$ cat src/sv/overwriting_event_ring_queue_unit_defines.svh
// ---------------------------------------------------------------------------
// Assertion macros for the overwriting event ring queue
// Clocked on clk, disabled while arst_n is low.
// ---------------------------------------------------------------------------
`ifndef OVERWRITING_EVENT_RING_QUEUE_UNIT_DEFINES_SVH
`define OVERWRITING_EVENT_RING_QUEUE_UNIT_DEFINES_SVH

// cond holds at every edge
`define OERQ_ASSERT_ALWAYS(lbl, cond, msg) \
	lbl: assert property (@(posedge clk) disable iff (!arst_n) (cond)) else $error(msg);

// pre at one edge implies post at the next
`define OERQ_ASSERT_NEXT(lbl, pre, post, msg) \
	lbl: assert property (@(posedge clk) disable iff (!arst_n) (pre) |=> (post)) \
		else $error(msg);

`endif

$ cat src/sv/oerq_pkg.sv
// ---------------------------------------------------------------------------
// oerq_pkg
// Shared types and constants of the overwriting event ring queue.
// ---------------------------------------------------------------------------
package oerq_pkg;

	localparam int QUEUE_DEPTH_DEF = 32;
	localparam int EVENT_WIDTH_DEF = 32;

	localparam int OPER_W    = 2;
	localparam int EVT_W     = 32;
	localparam int CNT_OUT_W = 6;

	typedef enum logic [OPER_W-1:0] {
		OP_PUSH  = 2'd0,
		OP_POP   = 2'd1,
		OP_PEEK  = 2'd2,
		OP_CLEAR = 2'd3
	} op_t;

	typedef struct packed {
		logic                 event_valid;
		logic                 overflow_now;
		logic                 queue_empty;
		logic [CNT_OUT_W-1:0] entry_count;
	} res_t;

endpackage

$ cat src/sv/oerq_ram.sv
// ---------------------------------------------------------------------------
// oerq_ram
// Generic one-write, one-read RAM with registered read data.
// ---------------------------------------------------------------------------
module oerq_ram #(
	parameter int WIDTH = 32,
	parameter int DEPTH = 32
) (
	input  logic                     clk,
	input  logic                     we,
	input  logic [$clog2(DEPTH)-1:0] waddr,
	input  logic [WIDTH-1:0]         wdata,
	input  logic                     re,
	input  logic [$clog2(DEPTH)-1:0] raddr,
	output logic [WIDTH-1:0]         rdata
);

	logic [WIDTH-1:0] mem [DEPTH];
	logic [WIDTH-1:0] rdata_q;

	always_ff @(posedge clk) begin
		if (we) begin
			mem[waddr] <= wdata;
		end
		if (re) begin
			rdata_q <= mem[raddr];
		end
	end

	assign rdata = rdata_q;

endmodule

$ cat src/sv/oerq_ctrl.sv
// ---------------------------------------------------------------------------
// oerq_ctrl
// Head/tail/count bookkeeping, RAM request and the registered result flags.
// ---------------------------------------------------------------------------
`include "overwriting_event_ring_queue_unit_defines.svh"

module oerq_ctrl #(
	parameter int QUEUE_DEPTH = oerq_pkg::QUEUE_DEPTH_DEF
) (
	input  logic                           clk,
	input  logic                           arst_n,
	input  logic                           accept,
	input  logic                           take,
	input  oerq_pkg::op_t                  operation,
	output logic                           ram_we,
	output logic [$clog2(QUEUE_DEPTH)-1:0] ram_waddr,
	output logic                           ram_re,
	output logic [$clog2(QUEUE_DEPTH)-1:0] ram_raddr,
	output logic                           valid_s1,
	output oerq_pkg::res_t                 res_s1
);

	localparam int PTR_W = $clog2(QUEUE_DEPTH);
	localparam int CNT_W = $clog2(QUEUE_DEPTH + 1);
	localparam logic [PTR_W-1:0] PTR_LAST = PTR_W'(QUEUE_DEPTH - 1);
	localparam logic [CNT_W-1:0] CNT_FULL = CNT_W'(QUEUE_DEPTH);

	logic [PTR_W-1:0] head_q, tail_q, head_d, tail_d;
	logic [PTR_W-1:0] head_inc, tail_inc, newest;
	logic [CNT_W-1:0] count_q, count_d;
	logic             full, empty, rd_hit, ovf;

	assign full     = (count_q == CNT_FULL);
	assign empty    = (count_q == '0);
	assign head_inc = (head_q == PTR_LAST) ? '0 : head_q + 1'b1;
	assign tail_inc = (tail_q == PTR_LAST) ? '0 : tail_q + 1'b1;
	assign newest   = (tail_q == '0) ? PTR_LAST : tail_q - 1'b1;

	always_comb begin
		head_d    = head_q;
		tail_d    = tail_q;
		count_d   = count_q;
		rd_hit    = 1'b0;
		ovf       = 1'b0;
		ram_we    = 1'b0;
		ram_re    = 1'b0;
		ram_waddr = tail_q;
		ram_raddr = head_q;
		case (operation)
			oerq_pkg::OP_PUSH: begin
				ram_we = accept;
				tail_d = tail_inc;
				if (full) begin
					head_d = head_inc;
					ovf    = 1'b1;
				end else begin
					count_d = count_q + 1'b1;
				end
			end
			oerq_pkg::OP_POP: begin
				if (!empty) begin
					ram_re  = accept;
					rd_hit  = 1'b1;
					head_d  = head_inc;
					count_d = count_q - 1'b1;
				end
			end
			oerq_pkg::OP_PEEK: begin
				ram_raddr = newest;
				if (!empty) begin
					ram_re = accept;
					rd_hit = 1'b1;
				end
			end
			default: begin
				head_d  = '0;
				tail_d  = '0;
				count_d = '0;
			end
		endcase
	end

	always_ff @(posedge clk or negedge arst_n) begin
		if (!arst_n) begin
			head_q   <= '0;
			tail_q   <= '0;
			count_q  <= '0;
			valid_s1 <= 1'b0;
		end else begin
			if (accept) begin
				head_q   <= head_d;
				tail_q   <= tail_d;
				count_q  <= count_d;
				valid_s1 <= 1'b1;
			end else if (take) begin
				valid_s1 <= 1'b0;
			end
		end
	end

	always_ff @(posedge clk) begin
		if (accept) begin
			res_s1.event_valid  <= rd_hit;
			res_s1.overflow_now <= ovf;
			res_s1.queue_empty  <= (count_d == '0);
			res_s1.entry_count  <= oerq_pkg::CNT_OUT_W'(count_d);
		end
	end

	`OERQ_ASSERT_ALWAYS(a_count_range, count_q <= CNT_FULL, "count above depth")
	`OERQ_ASSERT_ALWAYS(a_ptr_meet, (count_q != '0 && count_q != CNT_FULL) || head_q == tail_q,
		"empty or full queue with head and tail apart")
	`OERQ_ASSERT_ALWAYS(a_res_count, !valid_s1 || res_s1.entry_count == oerq_pkg::CNT_OUT_W'(count_q),
		"held result count differs from queue count")
	`OERQ_ASSERT_NEXT(a_clear, accept && operation == oerq_pkg::OP_CLEAR,
		count_q == '0 && head_q == '0 && tail_q == '0, "clear left state behind")

endmodule

$ cat src/sv/overwriting_event_ring_queue_unit.sv
// ---------------------------------------------------------------------------
// overwriting_event_ring_queue_unit
// Circular event queue that overwrites the oldest entry when full.
// ---------------------------------------------------------------------------
// Input channel s_*: one operation per transfer, s_tuser carries the
// operation (push, pop oldest, peek newest, clear), s_tdata the event word.
// Output channel m_*: exactly one result per accepted operation, in order.
// m_tuser flags a real event in the low tdata bits; the rest of m_tdata gives
// the overflow pulse, the empty flag and the entry count after the operation.
// Latency: the result is offered on the cycle after the input transfer.
// Throughput: one operation per cycle while m_tready is high; pointers and count
// are registered on each accepted operation and the event RAM is read or written at most once per operation.
// The result register holds while m_tready is low; s_tready then follows
// m_tready, so input is accepted whenever the result slot frees up.
// Reset clears head, tail, count and the result slot; the event RAM is not
// cleared and needs no sweep, only written entries are ever read back.
// ---------------------------------------------------------------------------
module overwriting_event_ring_queue_unit #(
	parameter int QUEUE_DEPTH = oerq_pkg::QUEUE_DEPTH_DEF,
	parameter int EVENT_WIDTH = oerq_pkg::EVENT_WIDTH_DEF
) (
	input  logic        clk,
	input  logic        arst_n,
	input  logic        s_tvalid,
	output logic        s_tready,
	input  logic [31:0] s_tdata,  // event_in[31:0]
	input  logic [1:0]  s_tuser,  // operation[1:0]
	output logic        m_tvalid,
	input  logic        m_tready,
	output logic [39:0] m_tdata,  // event_out[31:0], overflow_now, queue_empty, entry_count[5:0]
	output logic        m_tuser   // event_valid
);

	localparam int PTR_W = $clog2(QUEUE_DEPTH);

	logic                   accept, take, valid_s1;
	logic                   ram_we, ram_re;
	logic [PTR_W-1:0]       ram_waddr, ram_raddr;
	logic [EVENT_WIDTH-1:0] ram_wdata, ram_rdata;
	logic [oerq_pkg::EVT_W-1:0] event_out;
	oerq_pkg::res_t         res_s1;

	assign s_tready  = !valid_s1 || m_tready;
	assign accept    = s_tvalid && s_tready;
	assign take      = valid_s1 && m_tready;
	assign ram_wdata = EVENT_WIDTH'(s_tdata);

	oerq_ctrl #(
		.QUEUE_DEPTH (QUEUE_DEPTH)
	) u_ctrl (
		.clk       (clk),
		.arst_n    (arst_n),
		.accept    (accept),
		.take      (take),
		.operation (oerq_pkg::op_t'(s_tuser)),
		.ram_we    (ram_we),
		.ram_waddr (ram_waddr),
		.ram_re    (ram_re),
		.ram_raddr (ram_raddr),
		.valid_s1  (valid_s1),
		.res_s1    (res_s1)
	);

	oerq_ram #(
		.WIDTH (EVENT_WIDTH),
		.DEPTH (QUEUE_DEPTH)
	) u_ram (
		.clk   (clk),
		.we    (ram_we),
		.waddr (ram_waddr),
		.wdata (ram_wdata),
		.re    (ram_re),
		.raddr (ram_raddr),
		.rdata (ram_rdata)
	);

	assign event_out = res_s1.event_valid ? oerq_pkg::EVT_W'(ram_rdata) : '0;
	assign m_tvalid  = valid_s1;
	assign m_tdata   = {res_s1.entry_count, res_s1.queue_empty, res_s1.overflow_now, event_out};
	assign m_tuser   = res_s1.event_valid;

endmodule
$ cat config.mk
export PLATFORM = sky130hd
export DESIGN_NAME = overwriting_event_ring_queue_unit
export DESIGN_NICKNAME = d
export VERILOG_FILES = /design/src/sv/oerq_pkg.sv /design/src/sv/oerq_ram.sv /design/src/sv/oerq_ctrl.sv /design/src/sv/overwriting_event_ring_queue_unit.sv
export VERILOG_INCLUDE_DIRS = /design/src /design/src/sv
export SDC_FILE = /design/constraint.sdc
export NUM_CORES = 1
export LEC_CHECK = 0
export ABC_AREA = 1
export BUFFER_PORTS_ARGS = -buffer_cell sky130_fd_sc_hd__buf_4
export CAP_MARGIN = 10
export CORE_ASPECT_RATIO = 2
export CORE_UTILIZATION = 45
export CTS_CLUSTER_DIAMETER = 40
export DETAILED_ROUTE_END_ITERATION = 7
export GPL_TIMING_DRIVEN = 0
export MAX_ROUTING_LAYER = met4
export PLACE_DENSITY = 0.71
export SLEW_MARGIN = 40
export SYNTH_ARGS = -nofsm -noshare
export SYNTH_HDL_FRONTEND = slang
export SYNTH_HIERARCHICAL = 1
export SYNTH_SLANG_ARGS = --single-unit
$ cat constraint.sdc
create_clock -name clk -period 7.6 [get_ports clk]
set_clock_uncertainty 0.2 [all_clocks]
set_input_delay 2.28 -clock clk [delete_from_list [all_inputs] [get_ports clk]]
set_output_delay 2.28 -clock clk [all_outputs]
set_load 0.02 [all_outputs]
==> impl_metrics.ini <==
[outcome]
status = completed

[flow_run]
maxCapViolations = 0

[setup_path]
crit_fanout = 2
crit_family = buffers and inverters
critPathLaunchType = input pin
slowest_stage = buf_4
worst-path-buf-inv = 3
endpoint_kind = output port
startpoint = m_tready
path_class = in -> out
cp_data_required_time_ns = 5.12
cp.arrival_ns = 2.71
crit_top_cell = buf_4
worstPathCellList = buf_4, inv_1, nand2_1, buf_4
r2r-start = u_ctrl/ram_waddr[0]
worst_path_largest_cell_delay_ns = 0.16

[sta]
report.final.setup_viol = 0
period_minus_slack_ns = 5.19
fmax_mhz = 193
max_slew_margin_pct = 34.4
finalSetupTns_ns = 0
worst_slew_pin_slew_ns = 0.983
rsz0062_at_grt = no
drv_slew = 0
period_share_pct = 68.3
finalHoldViolCount = 0

[synthesis]
synth_edf_count = 1065
synthTopCellsByArea = edfxtp_1 72%, nand2_1 13%, nand3_1 9.0%, buf_6 1.8%, buf_2 0.95%
seq_area_frac_synth_pct = 72.5
synth_area_um2 = 44700
synth-adder-area-share_pct = 0.308
synth_seq_cells = 1082
ys_types = 27
synth_mux_area_share_pct = 0
synthCells = 3830
yosys.area.top_type_share_pct = 71.5
synth_common_cells = 1,528 x nand2_1, 1,065 x edfxtp_1, 807 x nand3_1
yosysTopAreaCell = edfxtp_1
yosys_most_used_dff = edfxtp_1
async_reset_ff_share_pct = 1.57
syn_avg_cell_area_um2 = 11.7
synth_simple_gate_area_share_pct = 22.5
yosys.area_share.xor_xnor_pct = 0.0979
synth_compound_area_share_pct = 0.319
yosysWarnings = 6
yosysMostFrequentCell = nand2_1
synth_top_family_by_area = simple AND/OR/NAND/NOR gates
syn-num-nets = 3879

[power]
leakage_nw = 19.5
finalPower_w = 0.0182
power_density_nw_per_um2 = 350
ir_drop_mv = 0.254

[detailed_routing]
drt_iter0_markers = 3631
drcViolationCount = 0
avgViaCountPerCell = 5.74
first_pass_iters = 6
ant_nets = 0
num_vias = 31500
drt-total-wl_um = 142000
wl_per_cell_um = 26.0

[clock_network]
clock_path_buffers = 3
clock_sinks = 1082
worst_skew_pair.late_latency_ns = 0.73
cts-htree-levels = 3
ctsResizeCount = 0
clockRootBuffer = clkbuf_16
post_cts_buffers = 0
cts_buffers = 95
cts_hold_buf = 0
cts_tree = built
clk_pin_slew_ns = 0.06

[floorplanning]
start_util_pct = 45.4
chipHeight_um = 448
die_x_um = 225
row_count = 163
dieArea_um2 = 101000
coreArea_um2 = 98500
boundaryPins = 81

[global_routing]
grt_max_degree = 33
gr-total-overflow = 0
grt_pass1_wl_um = 200000
antenna_found_initial = 9
track_usage_pct = 29.3
grt_pass1_vias = 31000

[hold_path]
hold_start = u_ctrl/head_q[2]
hold_class = reg -> reg

[finish]
area_delta_synth_final_pct = 15.9
drive_gt1_share_pct = 12.5
final_nets = 4122
fillerInstances = 7958

[placed_design]
gp_congestion = 0.967
dp_hpwl_um = 97500
io_buffers = 80
-- logic make-up (layout without fill, tap and decap cells) --
logic type,Yosys count,count (layout)
DFF,1082,1082
and+or+nand+nor,2392,2392
AOI/OAI and AO/OA,26,26
buffers and inverters,314,637
adders and majority gates,11,11
other,0,11
xor gates and xnor gates,5,5
-- layout by cell type (no fill, tap or decap), types with 9 or more instances in the layout --
master and n:
buf_1 15, buf_16 33, buf_2 86, buf_4 106, buf_6 70, buf_8 35
bufinv_16 9, clkbuf_1 42, clkbuf_16 97, clkinv_1 19, clkinv_2 9, dfrtp_1 17
diode_2 11, edfxtp_1 1065, ha_1 11, inv_1 82, inv_6 9, nand2_1 1528
nand3_1 804, nor2_1 14, nor2_4 33, o21ai_0 14
-- worst min-delay path, cell delays in order (launching register included) --
cell	delay, ns
dfrtp_1	0.42
inv_1	0.07
a22oi_1	0.06
-- report_power, final --
group / leakage, nW / total, W / switching [W] / internal [W]
Clock: 1.51 / 0.00491 / 0.00223 / 0.00269
Combinational: 8.13 / 0.00646 / 0.00467 / 0.00178
Sequential: 9.81 / 0.00678 / 0.0000695 / 0.00671
Total: 19.5 / 0.0182 / 0.00697 / 0.0112
-- registers in the layout, summed over array words and instances (netlist names) --
signal and flops:
u_ctrl/count_q 6, u_ctrl/head_q 5, u_ctrl/ram_waddr 5, u_ctrl/res_s1 9, u_ctrl/valid_s1 1, u_ram/mem 1024, u_ram/rdata 32
-- through the flow --
stage	setup slack, ns	std cells	instance area [um2]	util, %	hold WS (ns)
floorplan	2.22	3830	44700	-	0.334
global route	2.28	5480	51800	52.6	0.422
detailed placement	1.80	5295	48600	49.3	0.387
finish	2.41	5484	51800	52.6	0.398
global placement	-0.286	5230	47000	47.7	0.362
CTS	2.41	5472	51800	52.5	0.397
-- path summary, 6_finish.rpt --
kind	slack, ns	endpoint	cells after the start
setup / recovery	2.41	s_tready	4
hold reg to reg	0.40	u_ctrl/head_q[2]	2
setup reg to reg	3.57	u_ram/rdata[11]	16
min in group asynchronous	1.21	u_ctrl/valid_s1	1
max in group asynchronous	5.76	u_ctrl/ram_waddr[2]	1
hold / removal	0.40	u_ctrl/head_q[2]	2
-- metal layers --
layer	part of all wire, %	vias up	global-route usage (%)	wire length, um
li1	-	13700	-	-
met5	0	-	-	0
met4	10	0	25.5	14600
met3	8.8	739	6.24	12500
met1	30	15000	27.2	42700
met2	51	1983	50.4	72600
-- layout make-up --
cell class / instances / area, um2 / area share (%)
diodes: 11 / 27.5 / 0.0531
plain buffers: 227 / 1620 / 3.12
clock buffers: 115 / 2490 / 4.81
clock inverters: 62 / 658 / 1.27
inverters: 87 / 334 / 0.645
multi-input cells: 2434 / 10600 / 20.5
flip-flops and latches: 1082 / 32400 / 62.5
well taps: 1320 / 1650 / 3.19
repair buffers: 146 / 2000 / 3.85
Power figures use the tool's default switching activity.
